File: config.mk
export PLATFORM = sky130hd
export DESIGN_NAME = bbc_back
export DESIGN_NICKNAME = d
export VERILOG_FILES = /design/src/hdl/bbc_pkg.sv /design/src/hdl/bbc_ram.sv /design/src/hdl/bbc_back.sv
export SDC_FILE = /design/constraint.sdc
export NUM_CORES = 1
export LEC_CHECK = 0
export ABC_CLOCK_PERIOD_IN_PS = 4900
export BUFFER_PORTS_ARGS = -buffer_cell sky130_fd_sc_hd__buf_2
export CAP_MARGIN = 20
export CORE_MARGIN = 4
export CORE_UTILIZATION = 55
export CTS_BUF_LIST = sky130_fd_sc_hd__clkbuf_2 sky130_fd_sc_hd__clkbuf_4 sky130_fd_sc_hd__clkbuf_8
export CTS_CLUSTER_DIAMETER = 80
export DETAILED_ROUTE_END_ITERATION = 8
export GPL_ROUTABILITY_DRIVEN = 1
export HOLD_SLACK_MARGIN = 0.06
export PLACE_DENSITY = 0.79
export SLEW_MARGIN = 20
export SYNTH_ARGS = -nofsm -noshare
export SYNTH_HDL_FRONTEND = slang
export SYNTH_SLANG_ARGS = --single-unit
File: constraint.sdc
create_clock -name clk -period 4.9 [get_ports clk]
set_input_delay 0.98 -clock clk [delete_from_list [all_inputs] [get_ports clk]]
set_output_delay 0.98 -clock clk [all_outputs]
set_load 0.01 [all_outputs]
File: src/hdl/bbc_pkg.sv
`timescale 1ns / 1ps
`default_nettype none

package bbc_pkg;

    // Input transaction
    typedef struct packed {
        logic [7:0] char_code;
        logic       last_char;
    } in_item_t;

    // Result transaction
    typedef struct packed {
        logic balanced;
        logic overflowed;
    } out_item_t;

    // Bracket characters
    localparam logic [7:0] CHAR_LPAREN = 8'h28;  // (
    localparam logic [7:0] CHAR_RPAREN = 8'h29;  // )
    localparam logic [7:0] CHAR_LSQ    = 8'h5B;  // [
    localparam logic [7:0] CHAR_RSQ    = 8'h5D;  // ]
    localparam logic [7:0] CHAR_LCURLY = 8'h7B;  // {
    localparam logic [7:0] CHAR_RCURLY = 8'h7D;  // }

    // Bracket kind codes held on the stack
    localparam logic [1:0] BR_PAREN  = 2'd0;
    localparam logic [1:0] BR_SQUARE = 2'd1;
    localparam logic [1:0] BR_CURLY  = 2'd2;

    typedef enum logic [1:0] {
        OP_NONE = 2'd0,
        OP_PUSH = 2'd1,
        OP_POP  = 2'd2
    } op_t;

    // Classified command, front to back
    typedef struct packed {
        op_t        op;
        logic [1:0] code;
        logic       last;
    } cmd_t;

    localparam int QUEUE_DEPTH = 4;

endpackage

`default_nettype wire

File: src/hdl/bbc_ram.sv
`timescale 1ns / 1ps
`default_nettype none

module bbc_ram #(
    parameter int WIDTH = 2,
    parameter int DEPTH = 64
) (
    input  wire logic                     clk,
    input  wire logic                     we,
    input  wire logic [$clog2(DEPTH)-1:0] waddr,
    input  wire logic [WIDTH-1:0]         wdata,
    input  wire logic [$clog2(DEPTH)-1:0] raddr,
    output      logic [WIDTH-1:0]         rdata
);

    logic [WIDTH-1:0] mem [DEPTH];

    always_ff @(posedge clk)
    begin
        if (we)
        begin
            mem[waddr] <= wdata;
        end
        rdata <= mem[raddr];
    end

endmodule

`default_nettype wire

File: src/hdl/bbc_back.sv
`timescale 1ns / 1ps
`default_nettype none

module bbc_back #(
    parameter int STACK_DEPTH = 64
) (
    input  wire logic               clk,
    input  wire logic               rst_n,
    input  wire logic               cmd_valid,
    output      logic               cmd_ready,
    input  wire bbc_pkg::cmd_t      cmd,
    output      logic               out_valid,
    input  wire logic               out_stall,
    output      bbc_pkg::out_item_t out_data
);

    import bbc_pkg::*;

    localparam int LVL_W  = $clog2(STACK_DEPTH + 1);
    localparam int ADDR_W = $clog2(STACK_DEPTH);

    // Top two entries live in registers; the RAM holds everything below.
    logic [LVL_W-1:0] level_reg, level_next;
    logic             mis_reg, mis_next;
    logic             ovf_reg, ovf_next;
    logic [1:0]       t0_reg, t0_next;
    logic [1:0]       t1_reg, t1_next;
    logic             out_valid_reg, out_valid_next;
    out_item_t        out_reg, out_next;

    logic              take;
    logic              ram_we;
    logic [ADDR_W-1:0] ram_waddr, ram_raddr;
    logic [1:0]        ram_wdata, ram_rdata;
    logic [LVL_W-1:0]  raddr_full;
    logic              fwd_reg;
    logic [1:0]        fwd_data_reg;
    logic [1:0]        below;

    assign cmd_ready = !out_valid_reg || !out_stall;
    assign take      = cmd_valid && cmd_ready;
    assign out_valid = out_valid_reg;
    assign out_data  = out_reg;

    // third entry from the top, with write-to-read bypass
    assign below = fwd_reg ? fwd_data_reg : ram_rdata;

    always_comb
    begin
        level_next     = level_reg;
        mis_next       = mis_reg;
        ovf_next       = ovf_reg;
        t0_next        = t0_reg;
        t1_next        = t1_reg;
        out_next       = out_reg;
        out_valid_next = out_valid_reg && out_stall;
        ram_we         = 1'b0;
        ram_waddr      = ADDR_W'(level_reg - LVL_W'(2));
        ram_wdata      = t1_reg;
        if (take)
        begin
            if (!mis_reg)
            begin
                unique case (cmd.op)
                    OP_PUSH:
                    begin
                        if (level_reg == LVL_W'(STACK_DEPTH))
                        begin
                            ovf_next = 1'b1;
                        end
                        else
                        begin
                            ram_we     = (level_reg >= LVL_W'(2));
                            t1_next    = t0_reg;
                            t0_next    = cmd.code;
                            level_next = level_reg + LVL_W'(1);
                        end
                    end
                    OP_POP:
                    begin
                        if (level_reg == '0 || t0_reg != cmd.code)
                        begin
                            mis_next = 1'b1;
                        end
                        else
                        begin
                            t0_next    = t1_reg;
                            t1_next    = below;
                            level_next = level_reg - LVL_W'(1);
                        end
                    end
                    OP_NONE:
                    begin
                    end
                    default:
                    begin
                    end
                endcase
            end
            if (cmd.last)
            begin
                out_valid_next      = 1'b1;
                out_next.balanced   = !mis_next && !ovf_next && (level_next == '0);
                out_next.overflowed = ovf_next;
                level_next          = '0;
                mis_next            = 1'b0;
                ovf_next            = 1'b0;
            end
        end
        // fetch the entry that a pop next cycle would need
        raddr_full = level_next - LVL_W'(3);
        ram_raddr  = raddr_full[ADDR_W-1:0];
    end

    bbc_ram #(
        .WIDTH (2),
        .DEPTH (STACK_DEPTH)
    ) u_stack (
        .clk   (clk),
        .we    (ram_we),
        .waddr (ram_waddr),
        .wdata (ram_wdata),
        .raddr (ram_raddr),
        .rdata (ram_rdata)
    );

    always_ff @(posedge clk or negedge rst_n)
    begin
        if (!rst_n)
        begin
            level_reg     <= '0;
            mis_reg       <= 1'b0;
            ovf_reg       <= 1'b0;
            out_valid_reg <= 1'b0;
            fwd_reg       <= 1'b0;
        end
        else
        begin
            level_reg     <= level_next;
            mis_reg       <= mis_next;
            ovf_reg       <= ovf_next;
            out_valid_reg <= out_valid_next;
            fwd_reg       <= ram_we && (ram_waddr == ram_raddr);
        end
    end

    always_ff @(posedge clk)
    begin
        t0_reg       <= t0_next;
        t1_reg       <= t1_next;
        out_reg      <= out_next;
        fwd_data_reg <= ram_wdata;
    end

`ifndef SYNTH
    a_level_bound: assert property (@(posedge clk) disable iff (!rst_n)
        level_reg <= LVL_W'(STACK_DEPTH))
        else $error("stack level beyond depth");

    a_clear_on_last: assert property (@(posedge clk) disable iff (!rst_n)
        (take && cmd.last) |=> (level_reg == '0 && !mis_reg && !ovf_reg && out_valid_reg))
        else $error("string state not cleared after last byte");

    a_frozen_after_mismatch: assert property (@(posedge clk) disable iff (!rst_n)
        (mis_reg && !(take && cmd.last)) |=> $stable(level_reg))
        else $error("stack moved after mismatch");

    a_result_held: assert property (@(posedge clk) disable iff (!rst_n)
        (out_valid_reg && out_stall) |=> (out_valid_reg && $stable(out_reg)))
        else $error("stalled result changed");
`endif

endmodule

`default_nettype wire

-- Yosys cells after proc, flatten, opt, wreduce, memory -nomap -nowiden
Memories as Yosys holds them, arrays and structs flattened. A register that Yosys moved wholly into a read port is not among the register bits.
Index checks and enable logic that the tools add are counted.
- flip-flop bits (word level): 19
- latch bits: 0
- bits in writable memories: 128
- memory bits (read-only): 0
- bits of input ports: 9
- logic and storage cells: 72
- memories kept: 1
- $add $sub $neg: 4
- $mul: 0
- div/mod/pow operators: 0
- magnitude comparators: 1
- equal/unequal tests: 7
- shifts and indexed selects: 0
- muxes and demuxes: 32
- bitwise operators: 1
- reductions and logical operators: 16
- memory list (memory ; words ; width ; read ports ; clocked after Yosys merged registers in ; wr ports ; RTL line ; source):
    u_stack.mem ; 64 ; 2 ; 1 ; 1 ; 1 ; bbc_ram.sv:16 ; logic [WIDTH-1:0] mem [DEPTH];
- operator list (cell ; number):
    two-way mux 7 bit ; 6
    two-way mux 1 bit ; 18
    zero test 7 bit ; 2
    case mux 7 bit (2 select lines) ; 1
    subtractor 6 x 2 -> 6 bit, second input constant ; 2
    two-way mux 2 bit ; 5
    case mux 2 bit (2 select lines) ; 2
    adder 7 x 1 -> 7 bit, second input constant ; 1
    equality test 7 bit, second input constant ; 1
    >= comparator 7 x 2 -> 1 bit, second input constant ; 1
    subtractor 7 x 1 -> 7 bit, second input constant ; 1
    equality test 6 bit ; 1
    logical AND 1 bit ; 5
    AND reduction 5 bit ; 1
    zero test 1 bit ; 4
    inequality test 2 bit, second input constant ; 2
    equality test 2 x 1 -> 1 bit, second input constant ; 1
    equality test 2 bit, second input constant ; 1
    logical OR 1 bit ; 2
    inequality test 2 bit ; 1
    AND reduction 2 bit ; 1
    nonzero test 2 bit ; 1
    inverter 1 bit ; 1

-- Longest topological paths before layout
Gate-level depths: netlist of the first run.
- depth after elaboration: 11
- depth in mapped cells: 18
- mapped depth without buffers: 14

-- Modules after synthesis
A second synthesis of the first run with hierarchy kept.
- cells, all modules: 531
- area, all modules: 7191.9 µm²
- by module, submodules not included (module ; instances ; cells an instance ; area an instance (µm²) ; seq. area each (µm²)):
    bbc_ram ; 1 ; 324 ; 5397.7 ; 3883.7
    bbc_back ; 1 ; 207 ; 1794.2 ; 495.5

-- Worst setup path after synthesis of the first run
Ideal clock, no wire load.
- kind: input -> register
- start: input cmd[3] in the netlist's numbering
- end: register u_stack.rdata[0], read port of u_stack.mem
- arrival: 4.233 ns
- slack: 0.536 ns
- stages on the path: 18
- path buffers: 4
- cell sequence: inv_1 ha_1 or2_1 clkbuf_1 a311oi_1 nand3_1 o211a_2 nand2_4 buf_6 inv_1 ha_1 clkbuf_1 clkbuf_1 mux4_2 mux2i_1 mux2i_1 mux2i_1 mux2i_1
- longest elaborated chain between the ends: 7
- RTL lines (item ; RTL line ; source):
    start, declared ; bbc_back.sv:11 ; input wire bbc_pkg::cmd_t cmd,
    equality test 2 bit or equality test 2 x 1 -> 1 bit (tied branches) ; bbc_back.sv:64 ; unique case (cmd.op)
    case mux 7 bit (2 select lines) (*) ; bbc_back.sv:64 ;
    two-way mux 7 bit (*) ; bbc_back.sv:62 ; if (!mis_reg)
    two-way mux 7 bit (*) ; bbc_back.sv:60 ; if (take)
    two-way mux 7 bit (*) ; bbc_back.sv:100 ; if (cmd.last)
    two-way mux 7 bit (*) ; bbc_back.sv:60 ;
    named net level_next[0] ; bbc_back.sv:23 ; logic [LVL_W-1:0] level_reg, level_next;
    subtractor 6 x 2 -> 6 bit (*) ; bbc_back.sv:111 ; raddr_full = level_next - LVL_W'(3);
    end, declared ; bbc_ram.sv:13 ; output logic [WIDTH-1:0] rdata
Mark *: on every way through the listed nets, which the timed path passes. The rest lies on a longest branch. The select of a mux whose other input is x is not followed.
A chain may end at the register's enable or synchronous reset.

-- Final worst setup path of the first run
- start: register level_reg[0]
- end: register u_stack.rdata[0], read port of u_stack.mem
- longest elaborated chain between the ends: 9
- RTL lines (item ; RTL line ; source):
    start, declared ; bbc_back.sv:23 ;
    start signal, assigned ; bbc_back.sv:139 ; level_reg <= level_next;
    branches (longest 7 deep; another with subtractor 7 x 1 -> 7 bit) ; -- ;
    two-way mux 7 bit (*) ; bbc_back.sv:60 ;
    subtractor 6 x 2 -> 6 bit (*) ; bbc_back.sv:111 ;
Every way passes the cells marked *. The select of a mux whose other input is x is not followed.

==> results.py, run 1 <==
metrics = {
    "outcome": {
        "outcome": "finished, final reports clean",
    },
    "pwr": {
        "ir_drop_mv": 0.197,
        "power_density_nw_per_um2": 351,
        "p_leak_nw": 2.71,
    },
    "clock_network": {
        "ctsHoldBuffers": 0,
        "ctsHtreeMaxLevel": 4,
        "clkLatencyLatePin_ns": 0.45,
        "clockBufferDepth": 2,
        "numCtsBuffers": 17,
        "cts_root_buffer": "clkbuf_8",
        "cts_tree": "yes",
        "clk_pin_slew_ns": 0.09,
        "cts_resized": 0,
        "post-cts-setup-buffers": 0,
        "cts_num_sinks": 149,
    },
    "yosys": {
        "syn-cell-area_um2": 7090,
        "ys_dominant_reg_cell": "edfxtp_1",
        "synth_nets": 516,
        "yosysUniqueCellTypes": 65,
        "ys_ff_latch": 149,
        "syn_inst": 496,
        "synth-edff-count": 134,
        "syn_area_per_cell_um2": 14.3,
        "async_flop_share_pct": 7.38,
        "seq_area_frac_synth_pct": 61.8,
        "yosys_warnings": 0,
    },
    "worst_setup_path": {
        "crit_chain": "inv_1 > ha_1 > buf_4 > nand4bb_1 > o21ai_1 > nand3_1 > o211a_2 > nand2_4 > buf_4 > mux4_2 > mux2i_1 > mux2i_1 > mux2i_1 > mux2i_1",
        "critPathBufInv": 3,
        "required_ns": 5.20,
        "slowest_stage": "mux4_2",
        "cp_data_arrival_time_ns": 4.56,
        "cp-start-kind": "register",
        "slowest_delay_ns": 0.59,
        "critical_path_class": "register to register",
        "end_kind": "register",
        "critical_path.max_fanout": 32,
        "crit_path_frequent_cell": "mux2i_1",
        "cp_top_family": "multiplexers",
    },
    "global_routing": {
        "grtUsageTotal_pct": 21.5,
        "grt.overflow.total": 0,
        "grt_antenna_before_repair": 0,
        "grt_max_degree": 67,
        "top_usage_layer": "met2",
        "grt_pass1_vias": 4280,
        "grt_use_met3_pct": 5.01,
        "grt_pass1_wl_um": 23600,
        "use_met1_pct": 29.3,
        "met2_usage_pct": 34.8,
    },
    "die": {
        "die_h_um": 122,
        "placementRows": 41,
        "core-area_um2": 12600,
        "fp.dieW_um": 122,
        "ios": 13,
        "initial_core_util_pct": 56.2,
        "design.die.area_um2": 14800,
    },
    "run": {
        "maxCapViolations": 0,
    },
    "hold_path": {
        "hold_class": "input pin to asynchronous set/reset pin",
    },
    "timing": {
        "worst_pin_slew_ns": 0.855,
        "rsz0062_at_grt": "no",
        "hold_viol_final": 0,
        "fmax_mhz": 235,
        "drv_slew": 0,
        "clock-skew-final_ns": 0.0215,
        "finalCritPeriodShare_pct": 86.9,
        "finalCriticalPeriod_ns": 4.26,
        "setup_violations": 0,
        "slew_headroom_pct": 41.5,
        "tns_ns": 0,
    },
    "final_layout": {
        "drive_gt1_share_pct": 17.4,
        "antenna_cells": 0,
        "fillers": 952,
        "post-route-util_pct": 61.3,
        "area_growth_pct": 9.11,
        "fin_nets": 537,
        "postLayoutCellArea_um2": 7730,
        "largest_reg_flops": 128,
    },
    "drt": {
        "post_drt_wl_per_cell_um": 21.4,
        "drt_iter0_markers": 764,
        "drc_errors": 0,
        "wl_um": 15000,
        "ant_nets": 0,
        "vias": 4377,
        "drt_pass1_iterations": 7,
        "routed_via_density": 6.24,
    },
    "placement": {
        "hpwl_um": 9820,
        "place_area_um2": 7330,
        "place_congestion": 0.938,
        "io_buffers": 12,
    },
}
[cell usage after synthesis, drive strengths merged, types with 3 or more instances]
library cell / instances / area (um2)
edfxtp: 134 / 4020
nor2: 85 / 319
mux2i: 32 / 320
mux4: 32 / 747
nand2: 32 / 130
clkbuf: 13 / 48.8
inv: 13 / 48.8
nand3: 13 / 65.1
xnor2: 12 / 131
dfrtp: 11 / 275
ha: 11 / 138
a21oi: 10 / 50.1
o21ai: 10 / 50.0
buf: 7 / 57.6
nor3: 7 / 35.0
xor2: 6 / 60.1
a31oi: 4 / 31.3
and2: 4 / 25.0
dfxtp: 4 / 80.1
nor4: 4 / 25.0
o211ai: 4 / 30.0
a2111oi: 3 / 26.3
a211oi: 3 / 22.5
and3: 3 / 18.8
nand4: 3 / 18.8
nor3b: 3 / 22.5
[where the power goes]
group	internal (mW)	switching, mW
clock	0.465	0.490
sequential	1.40	0.0238
combinational	0.129	0.213
total	1.99	0.727
[through the flow]
stage                     power (mW)  hold slack, ns  setup slack (ns)  std cells
after floorplan                 1.69           0.484             0.536        496
final                           2.72           0.381             0.641        702
after CTS                       2.72           0.369             0.736        702
after global placement          1.77           0.509             0.525        670
after global routing            2.82           0.376             0.420        702
after detailed placement        1.79           0.529             0.389        670
[metal layers]
| layer | part of all wire [%] | vias to the layer above | wire, um |
|---|---|---|---|
| met3 | 7.9 | 26 | 1180 |
| met5 | 0 | - | 0 |
| met4 | 1.7 | 0 | 258 |
| met2 | 50 | 226 | 7480 |
| li1 | - | 1944 | - |
| met1 | 41 | 2181 | 6120 |
[cell usage in the layout, fill, tap and decap left out, types with 2 or more instances in the layout]
| cell | n |
|---|---|
| edfxtp_1 | 134 |
| nor2_1 | 85 |
| mux2i_1 | 32 |
| nand2_1 | 30 |
| mux4_2 | 25 |
| clkbuf_8 | 17 |
| nand3_1 | 13 |
| inv_1 | 12 |
| buf_2 | 12 |
| ha_1 | 11 |
| dfrtp_1 | 11 |
| xnor2_1 | 10 |
| a21oi_1 | 10 |
| buf_4 | 10 |
| nor3_1 | 7 |
| o21ai_0 | 7 |
| mux4_1 | 7 |
| xor2_1 | 5 |
| inv_6 | 5 |
| and2_1 | 4 |
| nor4_1 | 4 |
| o211ai_1 | 4 |
| dfxtp_1 | 4 |
| nor3b_1 | 3 |
| nand4_1 | 3 |
| o21ai_1 | 3 |
| and3_1 | 3 |
| a31oi_1 | 3 |
| a211oi_1 | 3 |
| a2111oi_0 | 3 |
| nand3b_1 | 2 |
| or2_1 | 2 |
| a21boi_1 | 2 |
| a22o_1 | 2 |
| mux2_2 | 2 |
| bufinv_16 | 2 |
| clkinv_4 | 2 |
| clkinvlp_4 | 2 |
| inv_8 | 2 |
[logic make-up (layout without fill, tap and decap cells)]
| logic type | Yosys count | count (layout) | synth area share (%) |
|---|---|---|---|
| AOI/OAI and AO/OA | 54 | 54 | 5.44 |
| muxes | 66 | 66 | 15.4 |
| DFF | 149 | 149 | 61.8 |
| buffers and inverters | 33 | 67 | 2.19 |
| xor gates and xnor gates | 18 | 18 | 2.70 |
| adders and majority gates | 11 | 11 | 1.94 |
| and+or+nand+nor | 165 | 165 | 10.6 |
[cell type report]
class,instances,area (um2),area share (%)
flip-flops and latches,149,4380,56.6
well taps,172,215,2.78
clock buffers,17,234,3.02
clock inverters,15,168,2.17
inverters,13,48.8,0.631
multi-input cells,314,2550,33.0
repair buffers,22,135,1.75
[path summary, 6_finish.rpt]
path,cells after the start,start,slack (ns),endpoint
worst max-delay path,14,level_reg[0],0.64,u_stack.rdata[0]
worst min-delay path,1,rst_n,0.38,level_reg[6]
worst max register to register,14,level_reg[0],0.64,u_stack.rdata[0]
worst min register to register,2,ovf_reg,0.56,ovf_reg
max in group asynchronous,1,rst_n,4.29,level_reg[0]
min in group clk,2,ovf_reg,0.56,ovf_reg
Power figures use the tool's default switching activity.
==> run 2, diff against run 1 <==
--- a/config.mk
+++ b/config.mk
@@ -15,7 +15,7 @@
 export DETAILED_ROUTE_END_ITERATION = 8
 export GPL_ROUTABILITY_DRIVEN = 1
 export HOLD_SLACK_MARGIN = 0.06
-export PLACE_DENSITY = 0.79
+export PLACE_DENSITY = 0.71
 export SLEW_MARGIN = 20
 export SYNTH_ARGS = -nofsm -noshare
 export SYNTH_HDL_FRONTEND = slang
==> results.py, run 2 (synthesized netlist as in run 1, its figures left out) <==
metrics = {
    "worst_setup_path": {
        "critical_path.max_fanout": 20,
        "cp_data_arrival_time_ns": 4.55,
        "critical_path_class": "register to register",
        "slowest_delay_ns": 0.53,
        "critPathBufInv": 3,
        "required_ns": 5.20,
        "crit_path_frequent_cell": "mux2i_1",
        "crit_chain": "inv_1 > ha_1 > or3b_4 > or4_1 > a41o_1 > nand2_2 > nand2_4 > inv_1 > ha_1 > buf_4 > mux4_2 > mux2i_1 > mux2i_1 > mux2i_1 > mux2i_1",
        "cp-start-kind": "register",
        "slowest_stage": "dfrtp_1",
        "end_kind": "register",
        "cp_top_family": "simple AND/OR/NAND/NOR gates",
    },
    "final_layout": {
        "antenna_cells": 0,
        "largest_reg_flops": 128,
        "fin_nets": 537,
        "fillers": 992,
        "multi_input_area_um2": 2550,
        "post-route-util_pct": 61.3,
        "drive_gt1_share_pct": 17.4,
        "finalNonFillerCells": 702,
        "mostFrequentLayoutCell": "edfxtp_1",
        "final_cell_mix": "edfxtp_1 (134), nor2_1 (85), mux2i_1 (32)",
        "area_growth_pct": 9.09,
        "ff_latch_area_um2": 4380,
    },
    "placement": {
        "dpl.cell_count": 670,
        "place_congestion": 0.907,
        "hpwl_um": 10100,
        "io_buffers": 12,
    },
    "drt": {
        "drt_iter0_markers": 479,
        "post_drt_wl_per_cell_um": 21.5,
        "ant_nets": 0,
        "drt_pass1_iterations": 5,
        "vias": 4303,
        "wl_um": 15100,
        "routed_via_density": 6.13,
        "drc_errors": 0,
    },
    "die": {
        "ios": 13,
        "initial_core_util_pct": 56.2,
        "fp.dieW_um": 122,
        "die_h_um": 122,
        "placementRows": 41,
        "core-area_um2": 12600,
        "design.die.area_um2": 14800,
    },
    "clock_network": {
        "cts_tree": "yes",
        "cts_root_buffer": "clkbuf_8",
        "post-cts-setup-buffers": 0,
        "numCtsBuffers": 17,
        "clockBufferDepth": 2,
        "cts_resized": 0,
        "ctsHtreeMaxLevel": 4,
        "clkLatencyLatePin_ns": 0.43,
        "clk_pin_slew_ns": 0.08,
        "cts_num_sinks": 149,
        "ctsHoldBuffers": 0,
    },
    "pwr": {
        "p_leak_nw": 2.70,
        "pwr-share-clk_pct": 34.3,
        "pwr-share-seq_pct": 53.0,
        "p_comb_share_pct": 12.7,
        "sw_frac_of_total_pct": 26.0,
        "p_int_mw": 1.98,
        "power_density_nw_per_um2": 346,
        "fin_total_pwr_mw": 2.68,
        "ir_drop_mv": 0.248,
        "p_sw_mw": 0.697,
    },
    "timing": {
        "rsz0062_at_grt": "no",
        "fmax_mhz": 236,
        "slew_headroom_pct": 37.1,
        "finalCriticalPeriod_ns": 4.25,
        "finalCritPeriodShare_pct": 86.7,
        "drv_slew": 0,
        "hold_viol_final": 0,
        "clock-skew-final_ns": 0.0148,
        "setup_violations": 0,
        "worst_pin_slew_ns": 0.920,
        "hold_slack_ns": 0.404,
        "tns_ns": 0,
    },
    "global_routing": {
        "grt_pass1_wl_um": 24000,
        "grt_max_degree": 67,
        "grt_pass1_vias": 4262,
        "grt.overflow.total": 0,
        "grt_antenna_before_repair": 0,
        "grtUsageTotal_pct": 21.7,
    },
    "outcome": {
        "outcome": "finished, final reports clean",
    },
    "run": {
        "maxCapViolations": 0,
    },
    "hold_path": {
        "hold_class": "input pin to asynchronous set/reset pin",
    },
}
-- run 2: layout make-up --
cell class              count  area share, %
inverters                  13          0.631
repair buffers             22           1.91
multi-input cells         314           33.0
clock buffers              17           3.03
well taps                 172           2.78
flip-flops and latches    149           56.6
clock inverters            15           1.99
-- run 2: per-layer routing --
layer | share of wire [%] | global-route usage, % | vias to the layer above
met5 | 0 | 0 | -
met2 | 48 | 33.7 | 170
li1 | - | - | 1948
met3 | 5.6 | 3.71 | 23
met1 | 45 | 32.1 | 2162
met4 | 1.8 | 6.23 | 0
-- run 2: power groups by stage --
stage,Combinational (mW),Sequential (mW),Clock (mW)
after floorplan,0.248,1.44,0
after global placement,0.332,1.45,0
after detailed placement,0.337,1.45,0
after CTS,0.340,1.42,0.925
after global routing,0.372,1.42,0.991
final,0.340,1.42,0.918
-- run 2: worst paths after layout --
check                             start          endpoint  slack (ns)  cells after the start
hold / removal                    rst_n      level_reg[6]        0.40                      1
max in group asynchronous         rst_n      level_reg[3]        4.27                      1
setup / recovery           level_reg[0]  u_stack.rdata[0]        0.65                     15
min in group clk              out_valid         out_valid        0.55                      2
setup reg to reg           level_reg[0]  u_stack.rdata[0]        0.65                     15
hold reg to reg               out_valid         out_valid        0.55                      2
-- run 2: per-stage QoR --
stage	cell area (um2)	worst slack, ns
final	7730	0.654
after global routing	7730	0.386
after CTS	7730	0.676
after detailed placement	7350	0.428
after global placement	7350	0.523
after floorplan	7090	0.536
==> run 3, diff against run 2 <==
--- a/config.mk
+++ b/config.mk
@@ -9,13 +9,13 @@
 export BUFFER_PORTS_ARGS = -buffer_cell sky130_fd_sc_hd__buf_2
 export CAP_MARGIN = 20
 export CORE_MARGIN = 4
-export CORE_UTILIZATION = 55
+export CORE_UTILIZATION = 36
 export CTS_BUF_LIST = sky130_fd_sc_hd__clkbuf_2 sky130_fd_sc_hd__clkbuf_4 sky130_fd_sc_hd__clkbuf_8
 export CTS_CLUSTER_DIAMETER = 80
 export DETAILED_ROUTE_END_ITERATION = 8
 export GPL_ROUTABILITY_DRIVEN = 1
 export HOLD_SLACK_MARGIN = 0.06
-export PLACE_DENSITY = 0.71
+export PLACE_DENSITY = 0.51
 export SLEW_MARGIN = 20
 export SYNTH_ARGS = -nofsm -noshare
 export SYNTH_HDL_FRONTEND = slang
==> results.py, run 3 (synthesized netlist as in run 1, its figures left out) <==
metrics = {
    "drt": {
        "wl_met3_um": 821,
        "met1Wirelength_um": 7360,
        "routed_via_density": 5.34,
        "vias": 4245,
        "top_layer": "met4",
        "met2_length_um": 7840,
        "drt_iter0_markers": 251,
        "drt_pass1_iterations": 5,
        "drc_errors": 0,
        "post_drt_wl_per_cell_um": 20.5,
        "wl_um": 16300,
        "ant_nets": 0,
    },
    "timing": {
        "setup_violations": 0,
        "clock-skew-final_ns": 0.0138,
        "hold_viol_final": 0,
        "worst_slack_ns": 0.733,
        "hold_slack_ns": 0.382,
        "rsz0062_at_grt": "no",
        "drv_slew": 0,
        "slew_headroom_pct": 34.1,
        "tns_ns": 0,
        "finalCriticalPeriod_ns": 4.17,
        "worst_pin_slew_ns": 0.964,
        "fmax_mhz": 240,
        "finalCritPeriodShare_pct": 85.0,
    },
    "die": {
        "die_h_um": 148,
        "core-area_um2": 19400,
        "fp.dieW_um": 148,
        "placementRows": 51,
        "design.die.area_um2": 22000,
        "initial_core_util_pct": 36.5,
        "ios": 13,
    },
    "global_routing": {
        "grtUsageTotal_pct": 15.3,
        "grt_pass1_wl_um": 25200,
        "grt_max_degree": 67,
        "grt_antenna_before_repair": 0,
        "grt_pass1_vias": 4234,
        "grt.overflow.total": 0,
    },
    "final_layout": {
        "drive_gt1_share_pct": 17.5,
        "antenna_cells": 0,
        "mostFrequentLayoutCell": "edfxtp_1",
        "area_growth_pct": 10.6,
        "fin_nets": 537,
        "fillers": 1842,
        "final_cell_mix": "edfxtp_1 (134), nor2_1 (85), mux2i_1 (32)",
        "largest_reg_flops": 128,
    },
    "worst_setup_path": {
        "end_kind": "register",
        "cp_data_arrival_time_ns": 4.50,
        "critical_path.max_fanout": 33,
        "critical_path_class": "register to register",
        "cp-start-kind": "register",
        "required_ns": 5.23,
    },
    "clock_network": {
        "ctsHoldBuffers": 0,
        "cts_tree": "yes",
        "cts_resized": 0,
        "ctsHtreeMaxLevel": 4,
        "clockBufferDepth": 2,
        "post-cts-setup-buffers": 0,
        "clkLatencyLatePin_ns": 0.45,
        "cts_num_sinks": 149,
        "clk_pin_slew_ns": 0.09,
        "cts_root_buffer": "clkbuf_8",
        "numCtsBuffers": 17,
    },
    "run": {
        "maxCapViolations": 0,
    },
    "pwr": {
        "power_density_nw_per_um2": 341,
        "p_leak_nw": 2.70,
        "ir_drop_mv": 0.134,
        "fin_total_pwr_mw": 2.68,
    },
    "hold_path": {
        "hold_class": "input pin to asynchronous set/reset pin",
    },
    "placement": {
        "hpwl_um": 10600,
        "place_ws_ns": 0.618,
        "io_buffers": 12,
        "place_congestion": 0.880,
    },
    "outcome": {
        "outcome": "finished, final reports clean",
    },
}
run 3: changes by cell type in the layout (fill, tap and decap cells not counted), sizes merged:
cell      delta
clkinvlp     -3
inv          +4
bufinv       -1
run 3: area by class of cell:
cell class,instances,area [um2],area share [%]
Clock inverter,15,144,1.84
Tap cell,265,332,4.23
Sequential cell,149,4380,55.9
Inverter,13,48.8,0.622
Multi-Input combinational cell,314,2550,32.6
Clock buffer,17,234,2.98
Timing Repair Buffer,22,148,1.88
run 3: worst max-delay path: stages (launching register included):
cell	delay, ns
dfrtp_1	0.52
inv_1	0.27
ha_1	0.35
or3b_4	0.45
or4_1	0.52
a41o_1	0.30
nand2_2	0.11
nand2_4	0.06
inv_1	0.07
ha_1	0.26
buf_12	0.20
mux4_2	0.31
mux2i_1	0.20
mux2i_1	0.14
mux2i_1	0.18
mux2i_1	0.09
run 3: final timing paths:
check | from | slack, ns | cells after the start | endpoint
setup / recovery | level_reg[0] | 0.73 | 15 | u_stack.rdata[1]
hold reg to reg | ovf_reg | 0.56 | 2 | ovf_reg
min in group clk | ovf_reg | 0.56 | 2 | ovf_reg
hold / removal | rst_n | 0.38 | 1 | mis_reg
max in group asynchronous | rst_n | 4.31 | 1 | fwd_reg
setup reg to reg | level_reg[0] | 0.73 | 15 | u_stack.rdata[1]
run 3: stage by stage:
step	instances	area, um2	util [%]
3_3_place_gp	763	7460	38.5
2_1_floorplan	496	7090	-
3_5_place_dp	763	7460	38.5
6_report	795	7840	40.4
5_1_grt	795	7840	40.4
4_1_cts	795	7840	40.4
run 3: power breakdown:
group          internal, mW  switching (mW)  leakage, nW
Sequential             1.40          0.0225         1.39
Combinational         0.131           0.217         1.13
Clock                 0.414           0.494        0.187
run 3: per-layer routing:
metal  track usage (%)  vias to the layer above
met3              3.53                       16
met5                 0                        -
met2              24.4                      107
met1              21.2                     2168
met4              4.57                        0
li1                  -                     1954
